### src/rtl/fbba_pkg.sv
`timescale 1ns / 1ps
`default_nettype none
// ----------------------------------------------------------------------------
// fbba_pkg
// Shared constants and types for the free block bitmap allocator.
// ----------------------------------------------------------------------------
package fbba_pkg;

    localparam int BLOCK_COUNT = 1024;
    localparam int MAX_REQUEST = 64;

    // bitmap word organization
    localparam int WORD_W     = 32;
    localparam int BIT_W      = $clog2(WORD_W);
    localparam int WORD_COUNT = BLOCK_COUNT / WORD_W;
    localparam int WADDR_W    = (WORD_COUNT > 1) ? $clog2(WORD_COUNT) : 1;
    localparam int BLK_W      = WADDR_W + BIT_W;

    // item field widths
    localparam int KIND_W  = 2;
    localparam int IDX_W   = 10;
    localparam int WANT_W  = 7;
    localparam int S_DATA_W = 24;
    localparam int M_DATA_W = 16;
    localparam int M_USER_W = 2;

    localparam logic [KIND_W-1:0] KIND_MARK = 2'd0;
    localparam logic [KIND_W-1:0] KIND_TEST = 2'd1;
    localparam logic [KIND_W-1:0] KIND_FIND = 2'd2;

    typedef struct packed {
        logic             any;
        logic [BIT_W-1:0] pos;
    } penc_t;

endpackage
`default_nettype wire

### src/rtl/fbba_ram.sv
`timescale 1ns / 1ps
`default_nettype none
// ----------------------------------------------------------------------------
// fbba_ram
// Generic single write port, single read port RAM with registered read.
// ----------------------------------------------------------------------------
module fbba_ram #(
    parameter int WIDTH = 32,
    parameter int DEPTH = 32
) (
    input  wire logic                             aclk,
    input  wire logic                             wr_en,
    input  wire logic [$clog2(DEPTH)-1:0]         wr_addr,
    input  wire logic [WIDTH-1:0]                 wr_data,
    input  wire logic [$clog2(DEPTH)-1:0]         rd_addr,
    output logic      [WIDTH-1:0]                 rd_data
);

    logic [WIDTH-1:0] mem [DEPTH];

    always_ff @(posedge aclk) begin
        if (wr_en) begin
            mem[wr_addr] <= wr_data;
        end
        rd_data <= mem[rd_addr];
    end

endmodule
`default_nettype wire

### src/rtl/fbba_penc.sv
`timescale 1ns / 1ps
`default_nettype none
// ----------------------------------------------------------------------------
// fbba_penc
// Priority encoder: position of the lowest set bit of one bitmap word.
// ----------------------------------------------------------------------------
module fbba_penc (
    input  wire logic [fbba_pkg::WORD_W-1:0] word,
    output fbba_pkg::penc_t                  res
);

    always_comb begin
        res.any = |word;
        res.pos = '0;
        for (int i = fbba_pkg::WORD_W - 1; i >= 0; i--) begin
            if (word[i]) begin
                res.pos = fbba_pkg::BIT_W'(i);
            end
        end
    end

endmodule
`default_nettype wire

### src/rtl/free_block_bitmap_allocator_top.sv
`timescale 1ns / 1ps
`default_nettype none
// ----------------------------------------------------------------------------
// free_block_bitmap_allocator_top
// Used/free bitmap over the disk blocks with mark, test and find requests.
// ----------------------------------------------------------------------------
// Usage:
//   Input items arrive on s_axis_*: tuser holds the request kind (mark, test,
//   find), tdata holds the block index, mark_used and want_count. Results
//   leave on m_axis_*: tdata holds block_number and used_bit, tuser holds
//   valid_block and shortfall, tlast flags the final result of a request.
//   One item is worked on at a time; s_axis_tready is low until it is done.
//   The bitmap sits in a 32-bit wide RAM; one word is read per visit and a
//   single priority encoder picks free bits out of it one per cycle unless
//   the output register is full. Mark is a read-modify-write; test reads
//   the word and then registers its result. Find reads the bitmap words in
//   order, takes free blocks out of each until the request is met, and ends
//   with a final result. Mark, unknown-kind and zero-count find requests
//   give no result; a test always gives exactly one.
//   Results sit in an output register; while m_axis_tready is low the
//   sequencer holds before its next result and no result is lost or repeated.
//   Reset (aresetn low, synchronous) clears per-word valid bits so every
//   block reads as free at once; no clearing pass is needed.
// ----------------------------------------------------------------------------
module free_block_bitmap_allocator_top (
    input  wire logic                            aclk,
    input  wire logic                            aresetn,
    input  wire logic                            s_axis_tvalid,
    output logic                                 s_axis_tready,
    // [9:0] blk_idx, [10] mark_used, [17:11] want_count
    input  wire logic [fbba_pkg::S_DATA_W-1:0]   s_axis_tdata,
    // [1:0] kind
    input  wire logic [fbba_pkg::KIND_W-1:0]     s_axis_tuser,
    output logic                                 m_axis_tvalid,
    input  wire logic                            m_axis_tready,
    // [9:0] block_number, [10] used_bit
    output logic [fbba_pkg::M_DATA_W-1:0]        m_axis_tdata,
    // [0] valid_block, [1] shortfall
    output logic [fbba_pkg::M_USER_W-1:0]        m_axis_tuser,
    output logic                                 m_axis_tlast
);

    localparam logic [2:0] ST_IDLE  = 3'd0;
    localparam logic [2:0] ST_READ  = 3'd1;
    localparam logic [2:0] ST_TEST  = 3'd2;
    localparam logic [2:0] ST_SCAN  = 3'd3;
    localparam logic [2:0] ST_FLUSH = 3'd4;

    localparam int W  = fbba_pkg::WORD_W;
    localparam int BW = fbba_pkg::BIT_W;
    localparam int AW = fbba_pkg::WADDR_W;
    localparam int NW = fbba_pkg::WANT_W;
    localparam int XW = fbba_pkg::IDX_W;

    logic [2:0]                   state_reg, state_next;
    logic [fbba_pkg::KIND_W-1:0]  kind_reg, kind_next;
    logic [XW-1:0]                idx_reg, idx_next;
    logic                         mark_reg, mark_next;
    logic                         oor_reg, oor_next;
    logic                         used_reg, used_next;
    logic [NW-1:0]                want_reg, want_next;
    logic [NW-1:0]                found_reg, found_next;
    logic [AW-1:0]                waddr_reg, waddr_next;
    logic [W-1:0]                 word_reg, word_next;
    logic                         pend_valid_reg, pend_valid_next;
    logic [fbba_pkg::BLK_W-1:0]   pend_blk_reg, pend_blk_next;
    logic [fbba_pkg::WORD_COUNT-1:0] wvalid_reg, wvalid_next;
    logic                         rvalid_reg;

    logic                         m_valid_reg, m_valid_next;
    logic [XW-1:0]                m_blk_reg, m_blk_next;
    logic                         m_used_reg, m_used_next;
    logic                         m_vblk_reg, m_vblk_next;
    logic                         m_short_reg, m_short_next;
    logic                         m_last_reg, m_last_next;

    logic [XW-1:0]                in_idx;
    logic                         in_mark;
    logic [NW-1:0]                in_want;
    logic                         in_range;
    logic                         in_accept;
    logic                         out_free;
    logic                         wr_en;
    logic [W-1:0]                 wr_data;
    logic [W-1:0]                 rd_data;
    logic [W-1:0]                 word_in;
    logic [W-1:0]                 bit_sel;
    logic [NW-1:0]                found_inc;
    fbba_pkg::penc_t              penc;

    assign in_idx   = s_axis_tdata[XW-1:0];
    assign in_mark  = s_axis_tdata[XW];
    assign in_want  = s_axis_tdata[XW+NW:XW+1];
    assign in_range = {1'b0, in_idx} < (XW+1)'(fbba_pkg::BLOCK_COUNT);

    assign s_axis_tready = (state_reg == ST_IDLE);
    assign in_accept     = s_axis_tvalid && s_axis_tready;
    assign out_free      = !m_valid_reg || m_axis_tready;

    assign word_in   = rvalid_reg ? rd_data : '0;
    assign bit_sel   = W'(1) << idx_reg[BW-1:0];
    assign found_inc = found_reg + NW'(1);
    assign wr_data   = mark_reg ? (word_in | bit_sel) : (word_in & ~bit_sel);

    fbba_ram #(
        .WIDTH (W),
        .DEPTH (fbba_pkg::WORD_COUNT)
    ) u_map (
        .aclk    (aclk),
        .wr_en   (wr_en),
        .wr_addr (waddr_reg),
        .wr_data (wr_data),
        .rd_addr (waddr_next),
        .rd_data (rd_data)
    );

    fbba_penc u_penc (
        .word (word_reg),
        .res  (penc)
    );

    always_comb begin
        state_next      = state_reg;
        kind_next       = kind_reg;
        idx_next        = idx_reg;
        mark_next       = mark_reg;
        oor_next        = oor_reg;
        used_next       = used_reg;
        want_next       = want_reg;
        found_next      = found_reg;
        waddr_next      = waddr_reg;
        word_next       = word_reg;
        pend_valid_next = pend_valid_reg;
        pend_blk_next   = pend_blk_reg;
        wvalid_next     = wvalid_reg;
        wr_en           = 1'b0;
        m_valid_next    = m_valid_reg && !m_axis_tready;
        m_blk_next      = m_blk_reg;
        m_used_next     = m_used_reg;
        m_vblk_next     = m_vblk_reg;
        m_short_next    = m_short_reg;
        m_last_next     = m_last_reg;

        unique case (state_reg)
            ST_IDLE: begin
                if (in_accept) begin
                    kind_next = s_axis_tuser;
                    idx_next  = in_idx;
                    mark_next = in_mark;
                    oor_next  = !in_range;
                    unique case (s_axis_tuser)
                        fbba_pkg::KIND_MARK: begin
                            if (in_range) begin
                                waddr_next = in_idx[BW +: AW];
                                state_next = ST_READ;
                            end
                        end
                        fbba_pkg::KIND_TEST: begin
                            waddr_next = in_idx[BW +: AW];
                            used_next  = 1'b0;
                            state_next = in_range ? ST_READ : ST_TEST;
                        end
                        fbba_pkg::KIND_FIND: begin
                            if (in_want != '0) begin
                                want_next       = (in_want > NW'(fbba_pkg::MAX_REQUEST))
                                                ? NW'(fbba_pkg::MAX_REQUEST) : in_want;
                                found_next      = '0;
                                pend_valid_next = 1'b0;
                                waddr_next      = '0;
                                state_next      = ST_READ;
                            end
                        end
                        default: begin
                            state_next = ST_IDLE;
                        end
                    endcase
                end
            end
            ST_READ: begin
                unique case (kind_reg)
                    fbba_pkg::KIND_MARK: begin
                        wr_en                  = 1'b1;
                        wvalid_next[waddr_reg] = 1'b1;
                        state_next             = ST_IDLE;
                    end
                    fbba_pkg::KIND_TEST: begin
                        used_next  = |(word_in & bit_sel);
                        state_next = ST_TEST;
                    end
                    default: begin
                        // block 0 is reserved and never handed out
                        word_next  = ~word_in & ~W'(waddr_reg == '0);
                        state_next = ST_SCAN;
                    end
                endcase
            end
            ST_TEST: begin
                if (out_free) begin
                    m_valid_next = 1'b1;
                    m_blk_next   = idx_reg;
                    m_used_next  = used_reg;
                    m_vblk_next  = !oor_reg;
                    m_short_next = 1'b0;
                    m_last_next  = 1'b1;
                    state_next   = ST_IDLE;
                end
            end
            ST_SCAN: begin
                if (!penc.any) begin
                    if (waddr_reg == AW'(fbba_pkg::WORD_COUNT - 1)) begin
                        state_next = ST_FLUSH;
                    end else begin
                        waddr_next = waddr_reg + AW'(1);
                        state_next = ST_READ;
                    end
                end else if (!pend_valid_reg || out_free) begin
                    if (pend_valid_reg) begin
                        m_valid_next = 1'b1;
                        m_blk_next   = XW'(pend_blk_reg);
                        m_used_next  = 1'b0;
                        m_vblk_next  = 1'b1;
                        m_short_next = 1'b0;
                        m_last_next  = 1'b0;
                    end
                    pend_valid_next = 1'b1;
                    pend_blk_next   = {waddr_reg, penc.pos};
                    word_next       = word_reg & ~(W'(1) << penc.pos);
                    found_next      = found_inc;
                    if (found_inc == want_reg) begin
                        state_next = ST_FLUSH;
                    end
                end
            end
            ST_FLUSH: begin
                if (out_free) begin
                    m_valid_next = 1'b1;
                    m_used_next  = 1'b0;
                    m_last_next  = 1'b1;
                    if (pend_valid_reg) begin
                        m_blk_next   = XW'(pend_blk_reg);
                        m_vblk_next  = 1'b1;
                        m_short_next = found_reg < want_reg;
                    end else begin
                        m_blk_next   = '0;
                        m_vblk_next  = 1'b0;
                        m_short_next = 1'b1;
                    end
                    pend_valid_next = 1'b0;
                    state_next      = ST_IDLE;
                end
            end
            default: begin
                state_next = ST_IDLE;
            end
        endcase
    end

    always_ff @(posedge aclk) begin
        if (!aresetn) begin
            state_reg      <= ST_IDLE;
            pend_valid_reg <= 1'b0;
            found_reg      <= '0;
            want_reg       <= '0;
            wvalid_reg     <= '0;
            m_valid_reg    <= 1'b0;
        end else begin
            state_reg      <= state_next;
            pend_valid_reg <= pend_valid_next;
            found_reg      <= found_next;
            want_reg       <= want_next;
            wvalid_reg     <= wvalid_next;
            m_valid_reg    <= m_valid_next;
        end
    end

    always_ff @(posedge aclk) begin
        kind_reg     <= kind_next;
        idx_reg      <= idx_next;
        mark_reg     <= mark_next;
        oor_reg      <= oor_next;
        used_reg     <= used_next;
        waddr_reg    <= waddr_next;
        word_reg     <= word_next;
        pend_blk_reg <= pend_blk_next;
        rvalid_reg   <= wvalid_reg[waddr_next];
        m_blk_reg    <= m_blk_next;
        m_used_reg   <= m_used_next;
        m_vblk_reg   <= m_vblk_next;
        m_short_reg  <= m_short_next;
        m_last_reg   <= m_last_next;
    end

    assign m_axis_tvalid = m_valid_reg;
    assign m_axis_tdata  = {{(fbba_pkg::M_DATA_W - XW - 1){1'b0}}, m_used_reg, m_blk_reg};
    assign m_axis_tuser  = {m_short_reg, m_vblk_reg};
    assign m_axis_tlast  = m_last_reg;

`ifndef SYNTHESIS
    a_found_bound: assert property (@(posedge aclk) disable iff (!aresetn)
        (state_reg == ST_SCAN || state_reg == ST_FLUSH) |-> found_reg <= want_reg)
        else $error("found count exceeds request");

    a_pend_tracks_found: assert property (@(posedge aclk) disable iff (!aresetn)
        (state_reg == ST_SCAN || state_reg == ST_FLUSH)
            |-> pend_valid_reg == (found_reg != '0))
        else $error("pending block out of step with found count");

    a_mid_result: assert property (@(posedge aclk) disable iff (!aresetn)
        (m_axis_tvalid && !m_axis_tlast) |-> (m_axis_tuser == 2'b01))
        else $error("non-final result must be a valid block without shortfall");

    a_mark_valid: assert property (@(posedge aclk) disable iff (!aresetn)
        wr_en |=> wvalid_reg[$past(waddr_reg)])
        else $error("written word not flagged valid");

    a_no_accept_busy: assert property (@(posedge aclk) disable iff (!aresetn)
        (state_reg == ST_SCAN) |=> !$past(in_accept))
        else $error("item accepted during scan");
`endif

endmodule
`default_nettype wire

### config.mk
export PLATFORM = sky130hd
export DESIGN_NAME = free_block_bitmap_allocator_top
export DESIGN_NICKNAME = d
export VERILOG_FILES = /design/src/rtl/fbba_pkg.sv /design/src/rtl/fbba_ram.sv /design/src/rtl/fbba_penc.sv /design/src/rtl/free_block_bitmap_allocator_top.sv
export SDC_FILE = /design/constraint.sdc
export NUM_CORES = 2
export LEC_CHECK = 0
export BUFFER_PORTS_ARGS = -buffer_cell sky130_fd_sc_hd__buf_2
export CAP_MARGIN = 20
export CELL_PAD_IN_SITES_DETAIL_PLACEMENT = 0
export CELL_PAD_IN_SITES_GLOBAL_PLACEMENT = 2
export CORE_ASPECT_RATIO = 0.8
export CORE_MARGIN = 2
export CORE_UTILIZATION = 35
export DETAILED_ROUTE_END_ITERATION = 12
export GPL_ROUTABILITY_DRIVEN = 1
export PLACE_DENSITY = 0.6
export SKIP_CTS_REPAIR_TIMING = 1
export SLEW_MARGIN = 20
export SYNTH_ARGS = -nofsm -noshare
export SYNTH_HDL_FRONTEND = slang
export SYNTH_SLANG_ARGS = --single-unit
### constraint.sdc
create_clock -name aclk -period 3.9 [get_ports aclk]
set_input_delay 0.78 -clock aclk [delete_from_list [all_inputs] [get_ports aclk]]
set_output_delay 0.78 -clock aclk [all_outputs]
set_load 0.03 [all_outputs]
---- After elaboration in Yosys (flattened, before gate mapping) ----
Memories as Yosys holds them, arrays and structs flattened. A register that Yosys moved wholly into a read port is not among the register bits.
Cells that the tools add are included.
word-level totals
  bits in registers ....................... 127
  memory bits (writable) .................. 1,024
  input bits .............................. 30
  output and inout port bits .............. 21
  word-level logic and storage cells ...... 206
  memories kept ........................... 1
operators by class
  add/subtract/negate cells ............... 2
  magnitude comparators ................... 5
  eq/ne operators ......................... 24
  shifts and indexed selects .............. 2
  muxes and demuxes ....................... 108
  bitwise logic cells ..................... 10
  reductions and logical operators ........ 35
memory list
  name       words  width  read ports  clocked after memory_dff  write ports  RTL line        RTL
  u_map.mem  32     32     1           1                         1            fbba_ram.sv:19  logic [WIDTH-1:0] mem [DEPTH];
operators with widths
  cell                    number
  $mux W5                 36
  $mux W32                5
  $and A32 B32 Y32        4
  $not A32 Y32            3
  $or A32 B32 Y32         2
  $pmux W32 S2            1
  $reduce_or A32 Y1       2
  $shl A1 B5 Y32 const A  2
  $mux W10                6
  $mux W7                 6
  $not A1 Y32             1
  $mux W1                 31
  $pmux W10 S3            1
  $mux W3                 7
  $pmux W5 S2             2
  $ne A2 B2 Y1 const B    7
  $pmux W7 S2             1
  $lt A5 B6 Y1 const B    2
  $pmux W1 S3             4
  $pmux W3 S4             1
  $reduce_and A4 Y1       3
  $reduce_and A6 Y1       2
  $ne A2 B1 Y1 const B    5
  $reduce_and A5 Y1       2
  other kinds (31)        50

---- Depth between registers and ports, before layout ----
  word-level depth ........................ 38
  depth in mapped cells ................... 15
  gate-level depth less buffers ........... 11

---- Modules after synthesis ----
From an unflattened synthesis, not the netlist that was laid out.
second synthesis, totals
  cell total of the unflattened synthesis .. 3,116
  area, all modules ....................... 48,036.1 sq um
by module, submodules not included
  module                           instances  cells each  area each (sq um)  sequential area each (sq um)
  fbba_ram                         1          2,260       40,492.6           31,390.1
  free_block_bitmap_allocator_top  1          791         7,158.1            3,243.1
  fbba_penc                        1          65          385.4              0.0

---- Least setup slack after synthesis ----
Ideal clock, no wire load.
  path kind ............................... register to register
  start point ............................. reg state_reg[2]
  end point ............................... reg word_reg[0] (enable)
  library setup time ...................... 466 ps
  data arrival time ....................... 3,047 ps
  data required time ...................... 3,434 ps
  path slack .............................. 387 ps
  cell stages (with the launch flop) ...... 5
  path buffers ............................ 1
  period minus slack after synthesis ...... 3,513 ps
  cell sequence ........................... dfxtp_1 -> clkbuf_1 -> nor2_1 -> nand2_1 -> o21ai_0
on the way
  longest elaborated chain between the ends .. 3
  elaborated cells on any way between the ends .. 7
  those cells by class .................... eq/ne: 5; reduce/logical: 2
RTL lines
  item                                                                        RTL line                                RTL
  start, declared                                                             free_block_bitmap_allocator_top.sv:55   logic [2:0] state_reg, state_next;
  start signal, assigned                                                      free_block_bitmap_allocator_top.sv:267  state_reg <= state_next;
  $eq A3 B1 Y1 / $eq A3 B2 Y1 (equally long branches)                         free_block_bitmap_allocator_top.sv:144  unique case (state_reg)
  $ne A2 B2 Y1 (no source line) / $reduce_bool A2 Y1 (equally long branches)  n/a
  $reduce_and A4 Y1 (no source line) *                                        n/a
  end signal, assigned                                                        free_block_bitmap_allocator_top.sv:283  word_reg <= word_next;
  end, declared                                                               free_block_bitmap_allocator_top.sv:64   logic [W-1:0] word_reg, word_next;
Mark *: on every way between the ends. The rest lies on a longest branch, timed or not.
A chain may end at the register's enable or synchronous reset.

---- Worst setup path in the final report ----
  start point ............................. reg word_reg[10]
  end point ............................... reg u_map.rd_data[25], read port of u_map.mem
on the way
  longest elaborated chain between the ends .. 3
RTL lines
  item               RTL line                                RTL
  $reduce_or A32 Y1  fbba_penc.sv:13                         res.any = |word;
  $mux W5            free_block_bitmap_allocator_top.sv:209  if (!penc.any) begin
  $pmux W5 S2        free_block_bitmap_allocator_top.sv:144
  end, declared      fbba_ram.sv:16                          output logic [WIDTH-1:0] rd_data
No other way between the ends.

==> impl_metrics.yaml <==
run_status:
  status: "finished, final reports clean"
finish:
  drive_gt1_share_pct: 13.8
  design_area_sq_um: 56500
  largest_register: "u_map.mem"
  fill_cells: 12400
  nNetsFinal: 3935
  finish.utilization_pct: 41.6
  multi_input_area_sq_um: 12300
  seq_area_sq_um: 34600
  largest_reg_flops: 1024
  areaGrowthSynthToFinish_pct: 18.3
  final_cells: 5783
power:
  peakVddDrop_mv: 0.484
  p_leak_uw: 0.0196
  total_power_uw: 38100
  power_density_nw_per_um2: 675
drt:
  wl_um: 159000
  route.detailed.drc: 0
  vias: 32300
  drtIter0Drc: 3173
  wl_per_cell_um: 27.5
  first_pass_iters: 5
  viasPerCell: 5.59
  detail-route-antenna-nets: 0
global_routing:
  grt_pass1_vias: 31000
  grtUsageTotal_pct: 22.5
  antenna_found_initial: 5
  grt_remaining_overflow: 0
  grt_pass1_wl_um: 225000
  grt_start_max_net_pins: 89
sta:
  final.setup.worst_slack_ns: 0.148
  fin_crit_sh_pct: 96.2
  finalSetupViolations: 0
  max_freq_mhz: 267
  finalHoldViolations: 0
  period_minus_slack_ns: 3.75
  drv_slew: 0
  fin_skew_ns: 0.0217
  rsz0062_at_grt: "yes"
  slew_headroom_pct: 23.5
  tightest_slew_ns: 1.14
yosys:
  syn_area_sq_um: 47800
  synth-edff-count: 1094
  yosysUniqueCellTypes: 68
  ys_ff_latch: 1183
  async_reset_ff_share_pct: 0
  yosysWarnings: 0
  yosys_most_used_dff: "edfxtp_1"
  syn-instance-count: 3729
  ys_seq_area_share_pct: 72.5
  avgSynthCellArea_sq_um: 12.8
clock_tree:
  root_buffer: "clkbuf_16"
  cts_tree: "yes"
  clk_path_buf_depth: 3
  cts.sinks: 1183
  cts_made_buffers: 132
  cts-htree-levels: 4
  clock_latency_ns: 0.77
  clk_pin_slew_ns: 0.06
place:
  io_buffers: 39
  gp_congestion: 0.828
  dp_cells: 5538
  post_dp_cell_area_sq_um: 52200
  hpwlAfterDp_um: 91000
  dp_slack_ns: 0.0825
critical_path:
  worstPathRequired_ns: 4.60
  critPathKind: "flip-flop to flip-flop"
  arrival_ns: 4.45
  endpoint_kind: "flip-flop"
  worst_setup_path_start_kind: "flip-flop"
  cp_max_fo: 32
flow_run:
  maxCapViolations: 0
die:
  core_sq_um: 136000
  die_w_um: 417
  die-area_sq_um: 140000
  pin_count: 51
  row_count: 121
  die_h_um: 334
  initial_core_util_pct: 35.2
min_path:
  min_path_type: "input pin to flip-flop"
-- metal layers --
layer  vias up  GRT usage, %  share of wire, %
met5         -             0                 0
met4         0          6.16               2.2
met3       220          2.99               5.5
met2      1072          33.9                44
met1     16600          34.0                48
li1      14400             -                 -
-- worst paths after layout --
path / start / end / slack, ns / cells past startpoint
max: word_reg[10] / u_map.rd_data[25] / 0.15 / 12
min: s_axis_tdata[4] / idx_reg[4] / 0.20 / 1
max reg2reg: word_reg[10] / u_map.rd_data[25] / 0.15 / 12
min reg2reg: wvalid_reg[22] / wvalid_reg[22] / 0.46 / 1
-- placed cells by master, fill, tap and decap left out, types with 24 or more instances in the layout --
cell type / instances
a211oi_1: 137
a21oi_1: 127
a31oi_1: 262
and3_1: 265
buf_12: 65
buf_2: 39
buf_4: 187
clkbuf_1: 37
clkbuf_16: 139
clkinv_1: 30
dfxtp_1: 88
edfxtp_1: 1094
inv_1: 24
nand2_1: 878
nand3_1: 78
nor2_1: 41
nor2_4: 33
nor2b_1: 26
nor4_1: 38
o21a_1: 33
o22ai_1: 128
-- cell type report --
type / count / share of cell area [%]
clock inverter: 64 / 0.992
antenna: 2 / 0.00886
tap: 1783 / 3.95
timing repair buffer: 299 / 5.43
sequential: 1183 / 61.3
inverter: 27 / 0.210
multi-input combinational: 2250 / 21.8
clock buffer: 175 / 6.34
-- synth_stat cells (all sizes together) (6+ instances only) --
cell type,n,area (sq um)
nor4,40,265
clkbuf,189,709
nand3,81,410
nand2,885,3320
inv,26,97.6
nand2b,8,50.1
nor3b,6,45.0
mux2i,8,80.1
nor3,15,75.1
nor2b,27,169
and3,265,1660
dfxtp,89,1780
a31oi,262,1640
o22ai,128,801
o21a,33,248
and2,9,56.3
edfxtp,1094,32900
a211oi,140,1060
o21ai,27,135
buf,84,420
ha,12,150
a21oi,128,641
nor2,76,285
xnor2,10,87.6
a22o,15,131
-- power by group --
group          total, uW  leakage (uW)  switching (uW)  internal, uW
Combinational       9600       0.00690            6410          3190
Sequential         16500        0.0107             702         15800
Clock              12100       0.00202            5060          7000
-- cells by family (layout without fill, tap and decap cells) --
kind of cell             Yosys count  in the layout  synth area share [%]
buffers and inverters            300            565                  2.58
flip-flops                      1183           1183                  72.5
XOR/XNOR                          12             12                 0.220
multiplexers                       9              9                 0.191
adder cells (fa/ha/maj)           12             12                 0.314
AO/OA/AOI/OAI                    775            775                  10.6
AND/OR/NAND/NOR                 1437           1437                  13.7
other                              1              7               0.00785
-- per-stage QoR --
step,hold WS [ns],setup TNS (ns)
final,0.198,0
after global routing,0.176,-0.0757
after CTS,0.138,0
after detailed placement,0.451,0
after global placement,0.440,0
after floorplan,0.433,0
-- critical path: stages, from the launching register on --
cell and delay, ns:
edfxtp_1 0.47, or4_4 0.56, nor4_4 0.39, a41oi_1 0.23
a211oi_4 0.31, buf_4 0.31, buf_4 0.41, nand2_1 0.09
and3_1 0.19, a31oi_1 0.16, o22ai_1 0.12, nor4_1 0.26
buf_4 0.15
(Power assumes the default switching activity.)
